<file path="config.mk">
export PLATFORM = sky130hd
export DESIGN_NAME = ser_queue
export DESIGN_NICKNAME = d
export VERILOG_FILES = /design/src/rtl/ser_pkg.sv /design/src/rtl/ser_queue.sv
export SDC_FILE = /design/constraint.sdc
export NUM_CORES = 1
export LEC_CHECK = 0
export BUFFER_PORTS_ARGS = -buffer_cell sky130_fd_sc_hd__buf_2
export CORE_MARGIN = 2
export CORE_UTILIZATION = 52
export DETAILED_ROUTE_END_ITERATION = 16
export PLACE_DENSITY = 0.79
export SYNTH_ARGS = -nofsm -noshare
export SYNTH_HDL_FRONTEND = slang
export SYNTH_SLANG_ARGS = --single-unit
</file>
<file path="constraint.sdc">
create_clock -name i_clk -period 4.4 [get_ports i_clk]
set_input_delay 0.22 -clock i_clk [delete_from_list [all_inputs] [get_ports i_clk]]
set_output_delay 0.22 -clock i_clk [all_outputs]
set_load 0.03 [all_outputs]
</file>
<file path="src/rtl/ser_pkg.sv">
// shared types, character codes and the entity table of the entity rewriter
package ser_pkg;

    localparam int MAX_NAME_LEN_DEF = 7;
    localparam int WORD_MAX_LEN     = 7;
    localparam int KEY_MAX_LEN      = 4;
    localparam int ENTITY_COUNT     = 52;
    localparam int QUEUE_DEPTH      = 2;

    localparam logic [7:0] CH_AMP  = 8'h26;
    localparam logic [7:0] CH_SEMI = 8'h3B;
    localparam logic [7:0] CH_LT   = 8'h3C;
    localparam logic [7:0] CH_GT   = 8'h3E;

    typedef enum logic [0:0] {
        SCAN_PLAIN = 1'b0,
        SCAN_NAME  = 1'b1
    } t_scan_mode;

    typedef struct packed {
        logic       is_match;
        logic [5:0] idx;
        logic       lead;
        logic       has_tail;
        logic [7:0] ch;
        logic       eot;
    } t_cmd;

    typedef struct packed {
        logic [2:0]  klen;
        logic [31:0] key;
        logic [2:0]  wlen;
        logic [55:0] word;
    } t_entity;

    function automatic t_entity ent(input logic [2:0] klen, input logic [31:0] key,
                                    input logic [2:0] wlen, input logic [55:0] word);
        t_entity e;
        e.klen = klen;
        e.key  = key;
        e.wlen = wlen;
        e.word = word;
        return e;
    endfunction

    // keys and words are right justified, first character in the highest used byte
    function automatic t_entity ser_entity(input logic [5:0] idx);
        t_entity e;
        case (idx)
            6'd0:  e = ent(3'd3, "Agr",  3'd5, "Alpha");
            6'd1:  e = ent(3'd3, "Bgr",  3'd4, "Beta");
            6'd2:  e = ent(3'd3, "Dgr",  3'd5, "Delta");
            6'd3:  e = ent(3'd4, "EEgr", 3'd3, "Eta");
            6'd4:  e = ent(3'd3, "Egr",  3'd7, "Epsilon");
            6'd5:  e = ent(3'd3, "Ggr",  3'd5, "Gamma");
            6'd6:  e = ent(3'd3, "Igr",  3'd4, "Iota");
            6'd7:  e = ent(3'd4, "KHgr", 3'd3, "Chi");
            6'd8:  e = ent(3'd3, "Kgr",  3'd5, "Kappa");
            6'd9:  e = ent(3'd3, "Lgr",  3'd6, "Lambda");
            6'd10: e = ent(3'd3, "Mgr",  3'd2, "Mu");
            6'd11: e = ent(3'd3, "Ngr",  3'd2, "Nu");
            6'd12: e = ent(3'd4, "OHgr", 3'd5, "Omega");
            6'd13: e = ent(3'd3, "Ogr",  3'd7, "Omicron");
            6'd14: e = ent(3'd4, "PHgr", 3'd3, "Phi");
            6'd15: e = ent(3'd4, "PSgr", 3'd3, "Psi");
            6'd16: e = ent(3'd3, "Pgr",  3'd2, "Pi");
            6'd17: e = ent(3'd3, "Rgr",  3'd3, "Rho");
            6'd18: e = ent(3'd3, "Sgr",  3'd5, "Sigma");
            6'd19: e = ent(3'd4, "THgr", 3'd5, "Theta");
            6'd20: e = ent(3'd3, "Tgr",  3'd3, "Tau");
            6'd21: e = ent(3'd3, "Ugr",  3'd7, "Upsilon");
            6'd22: e = ent(3'd3, "Xgr",  3'd2, "Xi");
            6'd23: e = ent(3'd3, "Zgr",  3'd4, "Zeta");
            6'd24: e = ent(3'd3, "agr",  3'd5, "alpha");
            6'd25: e = ent(3'd3, "amp",  3'd1, "&");
            6'd26: e = ent(3'd3, "bgr",  3'd4, "beta");
            6'd27: e = ent(3'd3, "dgr",  3'd5, "delta");
            6'd28: e = ent(3'd4, "eegr", 3'd3, "eta");
            6'd29: e = ent(3'd3, "egr",  3'd7, "epsilon");
            6'd30: e = ent(3'd3, "ggr",  3'd5, "gamma");
            6'd31: e = ent(3'd2, "gt",   3'd1, ">");
            6'd32: e = ent(3'd3, "igr",  3'd4, "iota");
            6'd33: e = ent(3'd3, "kgr",  3'd5, "kappa");
            6'd34: e = ent(3'd4, "khgr", 3'd3, "chi");
            6'd35: e = ent(3'd3, "lgr",  3'd6, "lambda");
            6'd36: e = ent(3'd2, "lt",   3'd1, "<");
            6'd37: e = ent(3'd3, "mgr",  3'd2, "mu");
            6'd38: e = ent(3'd3, "ngr",  3'd2, "nu");
            6'd39: e = ent(3'd3, "ogr",  3'd7, "omicron");
            6'd40: e = ent(3'd4, "ohgr", 3'd5, "omega");
            6'd41: e = ent(3'd3, "pgr",  3'd2, "pi");
            6'd42: e = ent(3'd4, "phgr", 3'd3, "phi");
            6'd43: e = ent(3'd4, "psgr", 3'd3, "psi");
            6'd44: e = ent(3'd3, "rgr",  3'd3, "rho");
            6'd45: e = ent(3'd4, "sfgr", 3'd1, "s");
            6'd46: e = ent(3'd3, "sgr",  3'd5, "sigma");
            6'd47: e = ent(3'd3, "tgr",  3'd3, "tau");
            6'd48: e = ent(3'd4, "thgr", 3'd5, "theta");
            6'd49: e = ent(3'd3, "ugr",  3'd7, "upsilon");
            6'd50: e = ent(3'd3, "xgr",  3'd2, "xi");
            6'd51: e = ent(3'd3, "zgr",  3'd4, "zeta");
            default: e = ent(3'd0, 32'd0, 3'd0, 56'd0);
        endcase
        return e;
    endfunction

endpackage

</file>
<file path="src/rtl/ser_queue.sv">
// short command queue between the front end and the emit engine
module ser_queue #(
    parameter int DATA_W = 8
) (
    input  logic              i_clk,
    input  logic              i_rst_n,
    input  logic              i_push,
    input  logic [DATA_W-1:0] i_data,
    output logic              o_ready,
    output logic              o_valid,
    output logic [DATA_W-1:0] o_data,
    input  logic              i_pop
);

    localparam int QW = $clog2(ser_pkg::QUEUE_DEPTH);

    logic [DATA_W-1:0] r_slot [ser_pkg::QUEUE_DEPTH];
    logic [QW-1:0]     r_wr;
    logic [QW-1:0]     r_rd;
    logic [QW:0]       r_cnt;
    logic              do_push;
    logic              do_pop;

    assign o_ready = (r_cnt != (QW+1)'(ser_pkg::QUEUE_DEPTH));
    assign o_valid = (r_cnt != '0);
    assign o_data  = r_slot[r_rd];
    assign do_push = i_push && o_ready;
    assign do_pop  = i_pop && o_valid;

    always_ff @(posedge i_clk) begin
        if (!i_rst_n) begin
            r_wr  <= '0;
            r_rd  <= '0;
            r_cnt <= '0;
        end else begin
            if (do_push) begin
                r_wr <= r_wr + QW'(1);
            end
            if (do_pop) begin
                r_rd <= r_rd + QW'(1);
            end
            if (do_push && !do_pop) begin
                r_cnt <= r_cnt + (QW+1)'(1);
            end else if (do_pop && !do_push) begin
                r_cnt <= r_cnt - (QW+1)'(1);
            end
        end
    end

    always_ff @(posedge i_clk) begin
        if (do_push) begin
            r_slot[r_wr] <= i_data;
        end
    end

endmodule

</file>
# Yosys cells after proc, flatten, opt, wreduce, memory -nomap -nowiden
# Memories as Yosys holds them, arrays and structs flattened. A register that Yosys moved wholly into a read port is not among the register bits.
# Index checks and enable logic that the tools add are counted.
# W data, S select, Z words.
# op_classes
n_addsub,4
n_eq_ne,1
muxes,6
reduce_logical,8
# op_table
cell,count
$logic_and A1 B1 Y1,4
$mux W1,4
$mux W2,2
$reduce_bool A2 Y1,2
$add A1 B1 Y1 const B,2
$add A2 B1 Y2 const B,1
$logic_not A1 Y1,2
$ne A2 B2 Y1 const B,1
$sub A2 B1 Y2 const B,1
# totals
register_bits,4
ramBits,16
out_inout_bits,10
wordCells,23
n_memories,1
# mem_list
name,words,word_bits,read_ports,rd_ports_with_merged_regs,wr,line,source
r_slot,2,8,1,1,1,ser_queue.sv:17,logic [DATA_W-1:0] r_slot [ser_pkg::QUEUE_DEPTH];

# Logic depth before layout (Yosys ltp)
# logic_depth
word_depth,6
mapped_depth,6

# Worst setup path before layout
# OpenSTA, ideal clock, no wires.
# synth_timing
path_type,register to register
startpoint,reg r_cnt[0]
endpoint,reg r_cnt[1]
setup_time_ns,0.070
arrival_ns,1.497
path_slack_ns,2.833
path_stages_with_launch,6
synth_period_minus_slack_ns,1.567
cell_sequence,dfxtp_1 > nand2b_4 > and2_1 > ha_1 > or3_1 > a21oi_1
# synth_via
elab_chain_len,5
# synth_rtl
item,line,source
start: declaration,ser_queue.sv:20,logic [QW:0] r_cnt;
start signal: assignment,ser_queue.sv:43,r_cnt <= r_cnt + (QW+1)'(1);
start signal: assignment,ser_queue.sv:45,r_cnt <= r_cnt - (QW+1)'(1);
$ne A2 B2 Y1 *,ser_queue.sv:24,assign o_ready = (r_cnt != (QW+1)'(ser_pkg::QUEUE_DEPTH));
net o_ready,ser_queue.sv:9,"output logic o_ready,"
$logic_and A1 B1 Y1 *,ser_queue.sv:27,assign do_push = i_push && o_ready;
net do_push,ser_queue.sv:21,logic do_push;
$logic_not A1 Y1,ser_queue.sv:44,end else if (do_pop && !do_push) begin
$logic_and A1 B1 Y1,ser_queue.sv:44,
$reduce_bool A2 Y1 (no line),-,
# The timed path passes the listed nets; every way through them passes the cells marked *. The select of a mux whose other input is x is not followed.
# A chain may end at the register's enable or synchronous reset.

==> impl_metrics.tcl <==
set metrics [dict create \
    avgRoutedWirePerCell_um 12.6 \
    fillers 109 \
    tritoncts "done" \
    synth-async-reset-ratio_pct 0 \
    rsz0062_at_grt "false" \
    setup-violations-final 0 \
    netlist_top_cells_area "edfxtp_1 59%, dfxtp_1 12%, mux2_2 11%" \
    synth_edf_count 16 \
    ys_warn_count 0 \
    postRouteAntennaNets 0 \
    grt_pass1_vias 414 \
    first_pass_iters 2 \
    min_period_over_period_pct 36.5 \
    drv_slew 0 \
    postCtsSetupRepairBufs 0 \
    dr_total_vias 454 \
    synth_area_leader_cell "edfxtp_1" \
    ys_seq_elements 21 \
    cts-resized-gates 0 \
    arrival_ns 1.39 \
    gr-total-overflow 0 \
    dieWidth_um 43.5 \
    die_h_um 43.5 \
    htree_levels 1 \
    endpoint_kind "output pin" \
    cts_max_path_buffers 2 \
    power_w 0.000572 \
    cts_buffers 3 \
    rr_worst_depth 5 \
    drtIter0Drc 4 \
    initial_utilization_pct 54.4 \
    drcViolationCount 0 \
    drive_gt1_share_pct 48.6 \
    antenna_found_initial 0 \
    outcome "finished, final reports clean" \
    io_buffers 21 \
    place.gp.congestion 0.639 \
    rows 14 \
    crit_type "register to output pin" \
    rrSetupSlack_ns 2.82 \
    hp-start "i_data[5]" \
    fin_nets 88 \
    synthTopCellsByCount "16 x edfxtp_1, 8 x mux2_2, 5 x dfxtp_1, 3 x nor2_1, 3 x xor2_1" \
    cp-start-kind "register" \
    timing.rr.start "r_cnt[0]" \
    hold_violations 0 \
    crit_required_ns 4.18 \
    avgViaCountPerCell 5.04 \
    min_path_cells 1 \
    slew_headroom_pct 75.4 \
    maxCapViolCount 0 \
    grtUsageTotal_pct 14.1 \
    syn_nets 63 \
    synthFlopType "edfxtp_1" \
    dp_hpwl_um 852 \
    grt_pass1_wl_um 1780 \
    die_area_mm2 0.00189 \
    synth.most_common_cell "edfxtp_1" \
    multi_input_area_um2 216 \
    tightest_slew_ns 0.369 \
    drt_wl_total_um 1130 \
    hold_path_class "input port to register" \
    pwr_density_cell_mw_per_mm2 598 \
    holdPathEnd "r_slot[0][5]" \
    seq_area_um2 581 \
    synthDistinctLibCells 17 \
    fmax_mhz 623 \
    yosysTopAreaCellShare_pct 59.4 \
    postCtsHoldBufs 0 \
    path_max_fanout 8 \
    ios 22 \
    r2r_end "r_cnt[1]" \
    clk_latency_ns 0.29 \
    grt_start_max_net_pins 13 \
    p_leak_nw 0.390 \
    ir_drop_v 0.000327 \
    path_clk_slew_ns 0.11 \
    synth.avg_cell_area_um2 16.2 \
    core_area_mm2 0.00149 \
    clock_tree.root_cell "clkbuf_4" \
    synth_cells 50 \
    fin_worst_skew_ns 0.00346 \
    seq_area_frac_synth_pct 71.7 \
    fin_crit_ns 1.61 \
    finalSetupTns_ns 0 \
    netlist_area_um2 810 \
    antenna_cells 0 \
    syn_to_final_growth_pct 18.2 \
    cts_sinks 21 \
]
## cell families (layout without fill, tap and decap cells)
family | count (synthesis) | count (layout) | synth area share [%]
flip-flops | 21 | 21 | 71.7
adder cells (fa/ha/maj) | 1 | 1 | 1.55
buffers and inverters | 3 | 27 | 1.55
AND/OR/NAND/NOR | 9 | 9 | 7.11
AO/OA/AOI/OAI | 5 | 5 | 3.71
multiplexers | 8 | 8 | 11.1
XOR/XNOR | 3 | 3 | 3.25
## worst max-delay path by stage
stage / slack [ns] / depth (start not counted) / end / from
floorplan: 2.83 / 5 / r_cnt[1] / r_cnt[0]
global placement: 2.88 / 5 / r_cnt[1] / r_cnt[0]
detailed placement: 2.83 / 5 / r_cnt[1] / r_cnt[0]
CTS: 2.76 / 2 / o_data[6] / register
global route: 2.70 / 2 / o_data[6] / register
finish: 2.79 / 2 / o_data[6] / register
## metal layers
metal | part of all wire [%] | global-route usage (%) | up-vias
li1 | - | - | 230
met1 | 43 | 15.1 | 209
met2 | 50 | 22.7 | 13
met3 | 6.1 | 6.25 | 2
met4 | 0.80 | 9.09 | 0
met5 | 0 | 0 | -
## per-stage QoR
| step | hold WS, ns | setup WS (ns) | cell area, um2 | util, % | cells |
|---|---|---|---|---|---|
| 5_1_grt | 0.0771 | 2.70 | 957 | 64.3 | 90 |
| 3_5_place_dp | 0.412 | 2.83 | 930 | 62.4 | 86 |
| 6_report | 0.106 | 2.79 | 957 | 64.3 | 90 |
| 4_1_cts | 0.0931 | 2.76 | 957 | 64.3 | 90 |
| 3_3_place_gp | 0.409 | 2.88 | 930 | 62.4 | 86 |
| 2_1_floorplan | 0.319 | 2.83 | 810 | - | 50 |
## sequential cells by signal (all words and copies together), names as in the netlist, named ones only
name	cells
r_cnt	2
r_rd	1
r_slot	16
r_wr	1
## worst max-delay path, cell delays in order, from the launching register on
cell     delay [ns]
dfxtp_1        0.53
mux2_2         0.38
buf_2          0.18
## cell usage in the layout (no fill, tap or decap), drive strengths merged
cell type	instances
dfxtp	5
mux2	8
a21bo	1
nand3b	1
ha	1
o21ai	2
buf	21
nor2	3
a21oi	2
or3	1
nand2b	1
edfxtp	16
and2	1
clkbuf	3
and3	1
inv	2
or2	1
clkinv	1
xor2	3
## layout make-up
cell class / instances / area share [%]
clock inverter: 1 / 0.523
tap: 16 / 2.09
sequential: 21 / 60.7
clock buffer: 3 / 2.35
timing repair buffer: 21 / 11.0
inverter: 2 / 0.784
multi-input combinational: 26 / 22.6
## where the power goes
| group | switching [W] | total (W) | internal [W] |
|---|---|---|---|
| clock | 0.0000544 | 0.0000882 | 0.0000338 |
| sequential | 0.0000259 | 0.000277 | 0.000251 |
| combinational | 0.000123 | 0.000207 | 0.0000835 |
Power figures use the tool's default switching activity.
