**config.mk**
```make
export PLATFORM = sky130hd
export DESIGN_NAME = ser_front
export DESIGN_NICKNAME = d
export VERILOG_FILES = /design/src/rtl/ser_pkg.sv /design/src/rtl/ser_front.sv
export SDC_FILE = /design/constraint.sdc
export NUM_CORES = 1
export LEC_CHECK = 0
export ABC_AREA = 1
export BUFFER_PORTS_ARGS = -buffer_cell sky130_fd_sc_hd__buf_2
export CAP_MARGIN = 20
export CORE_MARGIN = 8
export CORE_UTILIZATION = 53
export DETAILED_ROUTE_END_ITERATION = 6
export PLACE_DENSITY_LB_ADDON = 0.08
export SLEW_MARGIN = 5
export SYNTH_ARGS = -nofsm -noshare
export SYNTH_HDL_FRONTEND = slang
export SYNTH_SLANG_ARGS = --single-unit
```
**constraint.sdc**
```tcl
create_clock -name i_clk -period 2.7 [get_ports i_clk]
set_input_delay 0.27 -clock i_clk [delete_from_list [all_inputs] [get_ports i_clk]]
set_output_delay 0.27 -clock i_clk [all_outputs]
set_load 0.005 [all_outputs]
```
**src/rtl/ser_pkg.sv**
```systemverilog
// shared types, character codes and the entity table of the entity rewriter
package ser_pkg;

    localparam int MAX_NAME_LEN_DEF = 7;
    localparam int WORD_MAX_LEN     = 7;
    localparam int KEY_MAX_LEN      = 4;
    localparam int ENTITY_COUNT     = 52;
    localparam int QUEUE_DEPTH      = 2;

    localparam logic [7:0] CH_AMP  = 8'h26;
    localparam logic [7:0] CH_SEMI = 8'h3B;
    localparam logic [7:0] CH_LT   = 8'h3C;
    localparam logic [7:0] CH_GT   = 8'h3E;

    typedef enum logic [0:0] {
        SCAN_PLAIN = 1'b0,
        SCAN_NAME  = 1'b1
    } t_scan_mode;

    typedef struct packed {
        logic       is_match;
        logic [5:0] idx;
        logic       lead;
        logic       has_tail;
        logic [7:0] ch;
        logic       eot;
    } t_cmd;

    typedef struct packed {
        logic [2:0]  klen;
        logic [31:0] key;
        logic [2:0]  wlen;
        logic [55:0] word;
    } t_entity;

    function automatic t_entity ent(input logic [2:0] klen, input logic [31:0] key,
                                    input logic [2:0] wlen, input logic [55:0] word);
        t_entity e;
        e.klen = klen;
        e.key  = key;
        e.wlen = wlen;
        e.word = word;
        return e;
    endfunction

    // keys and words are right justified, first character in the highest used byte
    function automatic t_entity ser_entity(input logic [5:0] idx);
        t_entity e;
        case (idx)
            6'd0:  e = ent(3'd3, "Agr",  3'd5, "Alpha");
            6'd1:  e = ent(3'd3, "Bgr",  3'd4, "Beta");
            6'd2:  e = ent(3'd3, "Dgr",  3'd5, "Delta");
            6'd3:  e = ent(3'd4, "EEgr", 3'd3, "Eta");
            6'd4:  e = ent(3'd3, "Egr",  3'd7, "Epsilon");
            6'd5:  e = ent(3'd3, "Ggr",  3'd5, "Gamma");
            6'd6:  e = ent(3'd3, "Igr",  3'd4, "Iota");
            6'd7:  e = ent(3'd4, "KHgr", 3'd3, "Chi");
            6'd8:  e = ent(3'd3, "Kgr",  3'd5, "Kappa");
            6'd9:  e = ent(3'd3, "Lgr",  3'd6, "Lambda");
            6'd10: e = ent(3'd3, "Mgr",  3'd2, "Mu");
            6'd11: e = ent(3'd3, "Ngr",  3'd2, "Nu");
            6'd12: e = ent(3'd4, "OHgr", 3'd5, "Omega");
            6'd13: e = ent(3'd3, "Ogr",  3'd7, "Omicron");
            6'd14: e = ent(3'd4, "PHgr", 3'd3, "Phi");
            6'd15: e = ent(3'd4, "PSgr", 3'd3, "Psi");
            6'd16: e = ent(3'd3, "Pgr",  3'd2, "Pi");
            6'd17: e = ent(3'd3, "Rgr",  3'd3, "Rho");
            6'd18: e = ent(3'd3, "Sgr",  3'd5, "Sigma");
            6'd19: e = ent(3'd4, "THgr", 3'd5, "Theta");
            6'd20: e = ent(3'd3, "Tgr",  3'd3, "Tau");
            6'd21: e = ent(3'd3, "Ugr",  3'd7, "Upsilon");
            6'd22: e = ent(3'd3, "Xgr",  3'd2, "Xi");
            6'd23: e = ent(3'd3, "Zgr",  3'd4, "Zeta");
            6'd24: e = ent(3'd3, "agr",  3'd5, "alpha");
            6'd25: e = ent(3'd3, "amp",  3'd1, "&");
            6'd26: e = ent(3'd3, "bgr",  3'd4, "beta");
            6'd27: e = ent(3'd3, "dgr",  3'd5, "delta");
            6'd28: e = ent(3'd4, "eegr", 3'd3, "eta");
            6'd29: e = ent(3'd3, "egr",  3'd7, "epsilon");
            6'd30: e = ent(3'd3, "ggr",  3'd5, "gamma");
            6'd31: e = ent(3'd2, "gt",   3'd1, ">");
            6'd32: e = ent(3'd3, "igr",  3'd4, "iota");
            6'd33: e = ent(3'd3, "kgr",  3'd5, "kappa");
            6'd34: e = ent(3'd4, "khgr", 3'd3, "chi");
            6'd35: e = ent(3'd3, "lgr",  3'd6, "lambda");
            6'd36: e = ent(3'd2, "lt",   3'd1, "<");
            6'd37: e = ent(3'd3, "mgr",  3'd2, "mu");
            6'd38: e = ent(3'd3, "ngr",  3'd2, "nu");
            6'd39: e = ent(3'd3, "ogr",  3'd7, "omicron");
            6'd40: e = ent(3'd4, "ohgr", 3'd5, "omega");
            6'd41: e = ent(3'd3, "pgr",  3'd2, "pi");
            6'd42: e = ent(3'd4, "phgr", 3'd3, "phi");
            6'd43: e = ent(3'd4, "psgr", 3'd3, "psi");
            6'd44: e = ent(3'd3, "rgr",  3'd3, "rho");
            6'd45: e = ent(3'd4, "sfgr", 3'd1, "s");
            6'd46: e = ent(3'd3, "sgr",  3'd5, "sigma");
            6'd47: e = ent(3'd3, "tgr",  3'd3, "tau");
            6'd48: e = ent(3'd4, "thgr", 3'd5, "theta");
            6'd49: e = ent(3'd3, "ugr",  3'd7, "upsilon");
            6'd50: e = ent(3'd3, "xgr",  3'd2, "xi");
            6'd51: e = ent(3'd3, "zgr",  3'd4, "zeta");
            default: e = ent(3'd0, 32'd0, 3'd0, 56'd0);
        endcase
        return e;
    endfunction

endpackage

```
**src/rtl/ser_front.sv**
```systemverilog
// front end: scans input beats, holds entity names, looks them up and queues emit commands
module ser_front #(
    parameter int MAX_NAME_LEN = ser_pkg::MAX_NAME_LEN_DEF,
    localparam int LW = $clog2(MAX_NAME_LEN + 1)
) (
    input  logic                        i_clk,
    input  logic                        i_rst_n,
    input  logic                        i_valid,
    input  logic [7:0]                  i_char,
    input  logic                        i_eot,
    output logic                        o_ready,
    input  logic                        i_q_ready,
    output logic                        o_push,
    output ser_pkg::t_cmd               o_cmd,
    output logic [MAX_NAME_LEN*8-1:0]   o_name,
    output logic [LW-1:0]               o_nlen
);

    ser_pkg::t_scan_mode r_mode, n_mode;
    logic [LW-1:0]       r_len, n_len;
    logic [7:0]          r_buf [MAX_NAME_LEN];

    logic                acc;
    logic                buf_we;
    logic                use_name;
    logic                hit;
    logic [5:0]          hit_idx;
    logic                same;
    ser_pkg::t_entity    lk_ent;

    assign o_ready = i_q_ready;
    assign acc     = i_valid && i_q_ready;

    // table lookup of the held name
    always_comb begin
        hit     = 1'b0;
        hit_idx = 6'd0;
        same    = 1'b0;
        lk_ent  = ser_pkg::ser_entity(6'd0);
        for (int r = 0; r < ser_pkg::ENTITY_COUNT; r++) begin
            lk_ent = ser_pkg::ser_entity(6'(r));
            same   = (r_len == LW'(lk_ent.klen));
            for (int j = 0; j < ser_pkg::KEY_MAX_LEN; j++) begin
                if (3'(j) < lk_ent.klen &&
                    r_buf[j] != 8'(lk_ent.key >> {lk_ent.klen - 3'(j) - 3'd1, 3'b000})) begin
                    same = 1'b0;
                end
            end
            if (same) begin
                hit     = 1'b1;
                hit_idx = 6'(r);
            end
        end
    end

    always_comb begin
        n_mode          = r_mode;
        n_len           = r_len;
        buf_we          = 1'b0;
        use_name        = 1'b0;
        o_push          = 1'b0;
        o_cmd.is_match  = 1'b0;
        o_cmd.idx       = hit_idx;
        o_cmd.lead      = 1'b0;
        o_cmd.has_tail  = 1'b0;
        o_cmd.ch        = i_char;
        o_cmd.eot       = i_eot;
        unique case (r_mode)
            ser_pkg::SCAN_PLAIN: begin
                if (i_char == ser_pkg::CH_AMP) begin
                    n_mode     = ser_pkg::SCAN_NAME;
                    n_len      = '0;
                    o_push     = i_eot;
                    o_cmd.lead = 1'b1;
                end else begin
                    o_push         = 1'b1;
                    o_cmd.has_tail = 1'b1;
                end
            end
            ser_pkg::SCAN_NAME: begin
                if (i_char == ser_pkg::CH_SEMI) begin
                    o_push         = 1'b1;
                    o_cmd.is_match = hit;
                    o_cmd.lead     = !hit;
                    o_cmd.has_tail = !hit;
                    use_name       = !hit;
                    n_mode         = ser_pkg::SCAN_PLAIN;
                    n_len          = '0;
                end else if (i_char == ser_pkg::CH_AMP) begin
                    o_push         = 1'b1;
                    o_cmd.lead     = 1'b1;
                    o_cmd.has_tail = i_eot;
                    use_name       = 1'b1;
                    n_len          = '0;
                end else if (r_len < LW'(MAX_NAME_LEN)) begin
                    buf_we         = 1'b1;
                    n_len          = r_len + LW'(1);
                    o_push         = i_eot;
                    o_cmd.lead     = 1'b1;
                    o_cmd.has_tail = 1'b1;
                    use_name       = 1'b1;
                end else begin
                    o_push         = 1'b1;
                    o_cmd.lead     = 1'b1;
                    o_cmd.has_tail = 1'b1;
                    use_name       = 1'b1;
                    n_mode         = ser_pkg::SCAN_PLAIN;
                end
            end
            default: begin
                n_mode = ser_pkg::SCAN_PLAIN;
            end
        endcase
        if (i_eot) begin
            n_mode = ser_pkg::SCAN_PLAIN;
            n_len  = '0;
        end
        o_push = o_push && acc;
    end

    always_comb begin
        o_nlen = use_name ? r_len : '0;
        for (int i = 0; i < MAX_NAME_LEN; i++) begin
            o_name[i*8 +: 8] = r_buf[i];
        end
    end

    always_ff @(posedge i_clk) begin
        if (!i_rst_n) begin
            r_mode <= ser_pkg::SCAN_PLAIN;
            r_len  <= '0;
        end else if (acc) begin
            r_mode <= n_mode;
            r_len  <= n_len;
        end
    end

    always_ff @(posedge i_clk) begin
        if (acc && buf_we) begin
            for (int i = 0; i < MAX_NAME_LEN; i++) begin
                if (LW'(i) == r_len) begin
                    r_buf[i] <= i_char;
                end
            end
        end
    end

endmodule

```
Word level (Yosys, flattened, before mapping)
Memory sizes are Yosys's and may differ from the RTL's.
Cells that the tools add are included.
Widths: inputs -> output; s select.
{"block": "totals", "reg_bits": 4, "latch_bits": 0, "mem_bits_rw": 56, "mem_bits_ro": 0, "input_bits": 13, "wordCells": 416, "memories": 1}
{"block": "classes", "add_sub_neg": 1, "mul": 0, "n_div": 0, "magnitude_cmp": 1, "n_eq_ne": 63, "shift": 0, "muxes": 335, "bitwise": 1, "n_reduce_logical": 12}
{"name": "r_buf", "depth": 7, "word_bits": 8, "rd": 7, "rd_ports_with_merged_regs": 0, "write_ports": 1, "line_no": "ser_front.sv:21", "source": "logic [7:0] r_buf [MAX_NAME_LEN];"}
{"cell": "$ne 8x7->1 const B", "n": 50}
{"cell": "$mux 1", "n": 262}
{"cell": "$mux 6", "n": 20}
{"cell": "$mux 5", "n": 16}
{"cell": "$mux 3", "n": 16}
{"cell": "$mux 8", "n": 6}
{"cell": "$reduce_or 8->1", "n": 6}
{"cell": "$mux 4", "n": 8}
{"cell": "$eq 8x6->1 const B", "n": 2}
{"cell": "$eq 3x3->1 const A", "n": 3}
{"cell": "$eq 2x3->1 const A", "n": 2}
{"cell": "$eq 3x2->1 const B", "n": 2}
{"cell": "$mux 2", "n": 3}
{"cell": "$pmux 3 s2", "n": 1}
{"cell": "$ne 5x2->1 const B", "n": 1}
{"cell": "$pmux 1 s2", "n": 2}
{"cell": "$pmux 2 s2", "n": 1}
{"cell": "$add 3x1->3 const B", "n": 1}
{"cell": "$eq 1x3->1 const A", "n": 1}
{"cell": "$eq 3x3->1 const B", "n": 1}
{"cell": "$logic_and 1x1->1", "n": 3}
{"cell": "$logic_not 3->1", "n": 1}
{"cell": "$lt 3x3->1 const B", "n": 1}
{"cell": "$ne 3x3->1 const B", "n": 1}
{"cell": "other kinds (3)", "n": 3}

Depth between registers and ports, before layout
An unclocked memory read counts as a cell.
{"block": "logic_depth", "depth_word": 61, "mapped_depth": 19, "mapped_depth_nobuf": 18}

Worst setup path before layout
OpenSTA, ideal clock, no wires.
{"block": "synth_timing", "path_kind": "register to output", "startpoint": "reg r_len[0]", "endpoint": "out o_cmd[9] in the netlist's numbering", "arrival_time_ns": 2.059, "setup_slack_ns": 0.371, "path_stages_with_launch": 14, "n_path_buf": 0, "path_cell_list": "dfxtp_1 inv_1 ha_1 nand2_1 inv_1 nand2_1 inv_1 nand3_1 o22ai_1 a2111oi_4 nand3_2 o31ai_4 nand2_2 o21ai_2"}
{"element": "start: declaration", "line_no": "ser_front.sv:20", "source": "logic [LW-1:0] r_len, n_len;"}
{"element": "start signal: assignment", "line_no": "ser_front.sv:134", "source": "r_len <= n_len;"}
{"element": "end: declaration", "line_no": "ser_front.sv:14", "source": "output ser_pkg::t_cmd o_cmd,"}

==> out/results.md <==
| Result | Value |
|:---|:---|
| Final-report setup violation count | 9 |
| Post-DP Area | 4280 sq um |
| Relative slew margins | 33.2% |
| Max H-tree Level | 3 |
| CTS Sinks | 60 |
| Sum of internal, switching and leakage power | 0.00208 W |
| Portion of the clock cycle consumed by the worst path in the final layout | 110% |
| Violations in the final reports | setup timing |
| Total die area | 9500 sq um |
| Total routing usage reported by global routing | 24.5% |
| Area of the mapped netlist | 3520 sq um |
| Clock group share of total power | 44.2% |
| Peak supply drop | 468 uV |
| X dimension of the die | 97.5 um |
| Maximum net fanout on the critical path | 5 |
| Delay-heaviest family, CP | simple AND/OR/NAND/NOR gates |
| Predominant post-synthesis flop cell | sky130_fd_sc_hd__edfxtp_1 |
| Detailed-route via count | 3,790 |
| Dominant cell type by area after synthesis | sky130_fd_sc_hd__edfxtp_1 |
| Initial detailed-routing violation count | 305 |
| Global-route wire length before repair | 18,900 um |
| CTS tree | done |
| Post-Synthesis Net Count | 442 |
| CTS buffer count | 9 |
| Data required time at the worst endpoint | 2.43 ns |
| Maximum clock insertion buffer count | 2 |
| Antenna-violating nets left | 0 |
| Final critical delay including setup and external delays | 2.97 ns |
| Kind of capture point of the worst setup path | output pin |
| EDFF count, synth | 56 |
| Cell-by-cell trace of the critical path | nand2_1 -> inv_2 -> nand2_2 -> inv_2 -> nand2_2 -> nor2_4 -> buf_6 -> nand3_1 -> nor2_1 -> a31oi_2 -> nand2_1 -> nor3_2 -> nand3b_1 -> o31ai_4 -> nand2_2 -> o21ai_2 -> buf_2 |
| Number of global-route vias before repair | 3,816 |
| Number of standard-cell rows in the floorplan | 29 |
| Largest cells by area after synthesis | sky130_fd_sc_hd__edfxtp_1 48%, sky130_fd_sc_hd__nor2_1 8.4%, sky130_fd_sc_hd__inv_1 8.1%, sky130_fd_sc_hd__nand2_1 7.6%, sky130_fd_sc_hd__nand3_1 3.3% |
| Count of final max-slew check failures | 0 |
| Final WL | 12,700 um |
| Antenna violations before repair | 0 |
| Sequential power share | 49.4% |
| Effective utilization at floorplan | 55.1% |
| First-pass iteration count of the detailed router | 5 |
| Critical path type | reg -> out |
| Arrival time at the worst endpoint | 2.70 ns |
| Seq/Total Area, Yosys | 50.1% |
| DP Wirelength | 8790 um |
| Total negative setup slack | -1.79 ns |
| Final #Nets | 606 |
| Leftover overflow at the end of global routing | 0 |
| Synthesized netlist cell count | 424 |
| Layout cell share with drive strength beyond 1 | 44.5% |
| Area of all sequential standard cells | 1770 sq um |
| Setup clock skew after layout | 0.00764 ns |
| Clock latency at the later pin of the worst-skew pair | 0.34 ns |
| Setup repair after global routing missed its margin | yes |
| Crit-path max cell delay | 0.40 ns |
| Total of warnings raised by yosys | 0 |
| PD cells | 408 nW/um^2 |
| Boundary pin count | 92 |
| Sw Pwr | 0.000480 W |
| Area growth from synthesis to final layout | 45.0% |
| Switching Fraction | 23.1% |
| Synthesized area divided by synthesized cell count | 8.30 sq um |
| Post-Layout Inst Area | 5100 sq um |
| Achievable Freq | 336 MHz |
| Core area | 6390 sq um |
| Critical Path Start Type | flop |
| Cell-internal power | 0.00160 W |
| Final Wtd Congestion | 1.02 |
| Leading cell types in the layout, fill and taps excluded | 92 x sky130_fd_sc_hd__buf_2, 65 x sky130_fd_sc_hd__inv_1, 65 x sky130_fd_sc_hd__nor2_1, 62 x sky130_fd_sc_hd__buf_4, 60 x sky130_fd_sc_hd__nand2_1 |
| Synth unique cells | 38 |
| Footprint of the multi-input gates | 1650 sq um |
| Clock root cell | sky130_fd_sc_hd__clkbuf_8 |
| Antenna Diode Count | 0 |
| Cell at the slowest stage of the critical path | sky130_fd_sc_hd__edfxtp_1 |
| Setup slack at placement | -0.149 ns |
| Fin util | 79.9% |
| Clock input transition at the sequential cells of the worst setup and hold paths | 0.07 ns |
| Slew at the pin with the worst max-slew slack | 0.995 ns |
| Yosys top cell area share | 47.8% |
| Comb pwr share | 6.5% |
| DRC errors left | 0 |
| Status | finished with violations |
| Count of fill cells added during filler insertion | 412 |
| Number of failing hold endpoints at the final stage | 0 |
| Number of storage elements in the synthesis netlist | 60 |
| Leakage Power | 2.34 nW |
| Most common cell after layout, fill and taps aside | sky130_fd_sc_hd__buf_2 |
| Post-route worst setup slack | -0.273 ns |
| Number of buffers inserted by port buffering | 91 |
| Min-delay worst type | in -> reg |
| Number of max-cap violations | 0 |
| Worst path buffer plus inverter count | 4 |
| Maximum number of pins on one net before global-route repair | 13 |
| Routed WL per cell | 18.9 um |
| FFs w/ async S/R, synth | 0% |
| Vias per cell | 5.66 |
| Die Span Y | 97.5 um |
| Cell type with the highest occurrence count on the critical path | sky130_fd_sc_hd__nand2_2 |
-- cells in the mapped netlist, types with 5 or more instances --
cell type,count
sky130_fd_sc_hd__o21ai_0,11
sky130_fd_sc_hd__edfxtp_1,56
sky130_fd_sc_hd__nor3_1,21
sky130_fd_sc_hd__nor4_1,6
sky130_fd_sc_hd__nor2_1,79
sky130_fd_sc_hd__nand3_1,23
sky130_fd_sc_hd__inv_1,76
sky130_fd_sc_hd__nand4_1,11
sky130_fd_sc_hd__nand2_2,5
sky130_fd_sc_hd__nand2_1,71
sky130_fd_sc_hd__buf_4,10
sky130_fd_sc_hd__ha_1,5
sky130_fd_sc_hd__a21oi_1,5
sky130_fd_sc_hd__inv_2,5
-- metal layers --
metal	GRT usage [%]	vias to the layer above	part of all wire [%]
met1	26.9	1782	36
met4	10.4	0	2.6
met3	6.47	45	9.4
met5	0	-	0
li1	-	1731	-
met2	43.4	232	52
-- final timing paths --
check / start / end / slack [ns] / cells past startpoint
worst min register to register: r_mode / r_mode / 0.60 / 2
worst max-delay path: r_buf[1][0] / o_cmd[9] / -0.27 / 17
worst max register to register: r_len[0] / r_buf[5][5] / 0.17 / 7
worst min-delay path: i_rst_n / r_len[2] / 0.19 / 3
-- power by group through the flow --
stage / Clock (W) / Combinational [W] / Sequential (W)
after floorplan: 0 / 0.0000470 / 0.00105
after global placement: 0 / 0.000103 / 0.00105
after detailed placement: 0 / 0.000106 / 0.00105
after CTS: 0.000919 / 0.000117 / 0.00103
after global routing: 0.000960 / 0.000144 / 0.00103
final: 0.000918 / 0.000135 / 0.00103
-- cells by family after synthesis --
logic type                 Yosys count  synth area share (%)
and+or+nand+nor                    230                  29.3
buffers and inverters               93                  11.2
adders and majority gates            5                  1.78
AOI/OAI and AO/OA                   36                  7.58
DFF                                 60                  50.1
-- flip-flops by register name (all words and copies together), names as in the netlist --
| signal | cells |
|---|---|
| r_buf | 56 |
| r_len | 3 |
| r_mode | 1 |
-- tightest hold or removal path, stage by stage --
cell and delay [ns]:
sky130_fd_sc_hd__buf_2 0.10, sky130_fd_sc_hd__o21ai_0 0.06, sky130_fd_sc_hd__a21oi_1 0.04
-- metrics by stage --
stage / hold slack [ns] / instances
global placement: 0.530 / 619
global route: 0.215 / 670
detailed placement: 0.535 / 620
floorplan: 0.369 / 424
finish: 0.193 / 670
CTS: 0.174 / 656
-- final cells by class --
class                           instances  share of cell area (%)
Timing Repair Buffer                  165                    20.8
Sequential cell                        60                    34.7
Tap cell                               77                    1.89
Clock buffer                            9                    2.43
Multi-Input combinational cell        271                    32.3
Clock inverter                          7                    1.94
Inverter                               81                    6.06
-- what timing repair did --
action,CTS,global route
endpoints found under the setup margin,9,12
pin swaps,21,33
resized for setup,44,51
hold buffers,0,0
buffers inserted,20,14
No activity file was read; power rests on OpenSTA's default activity.
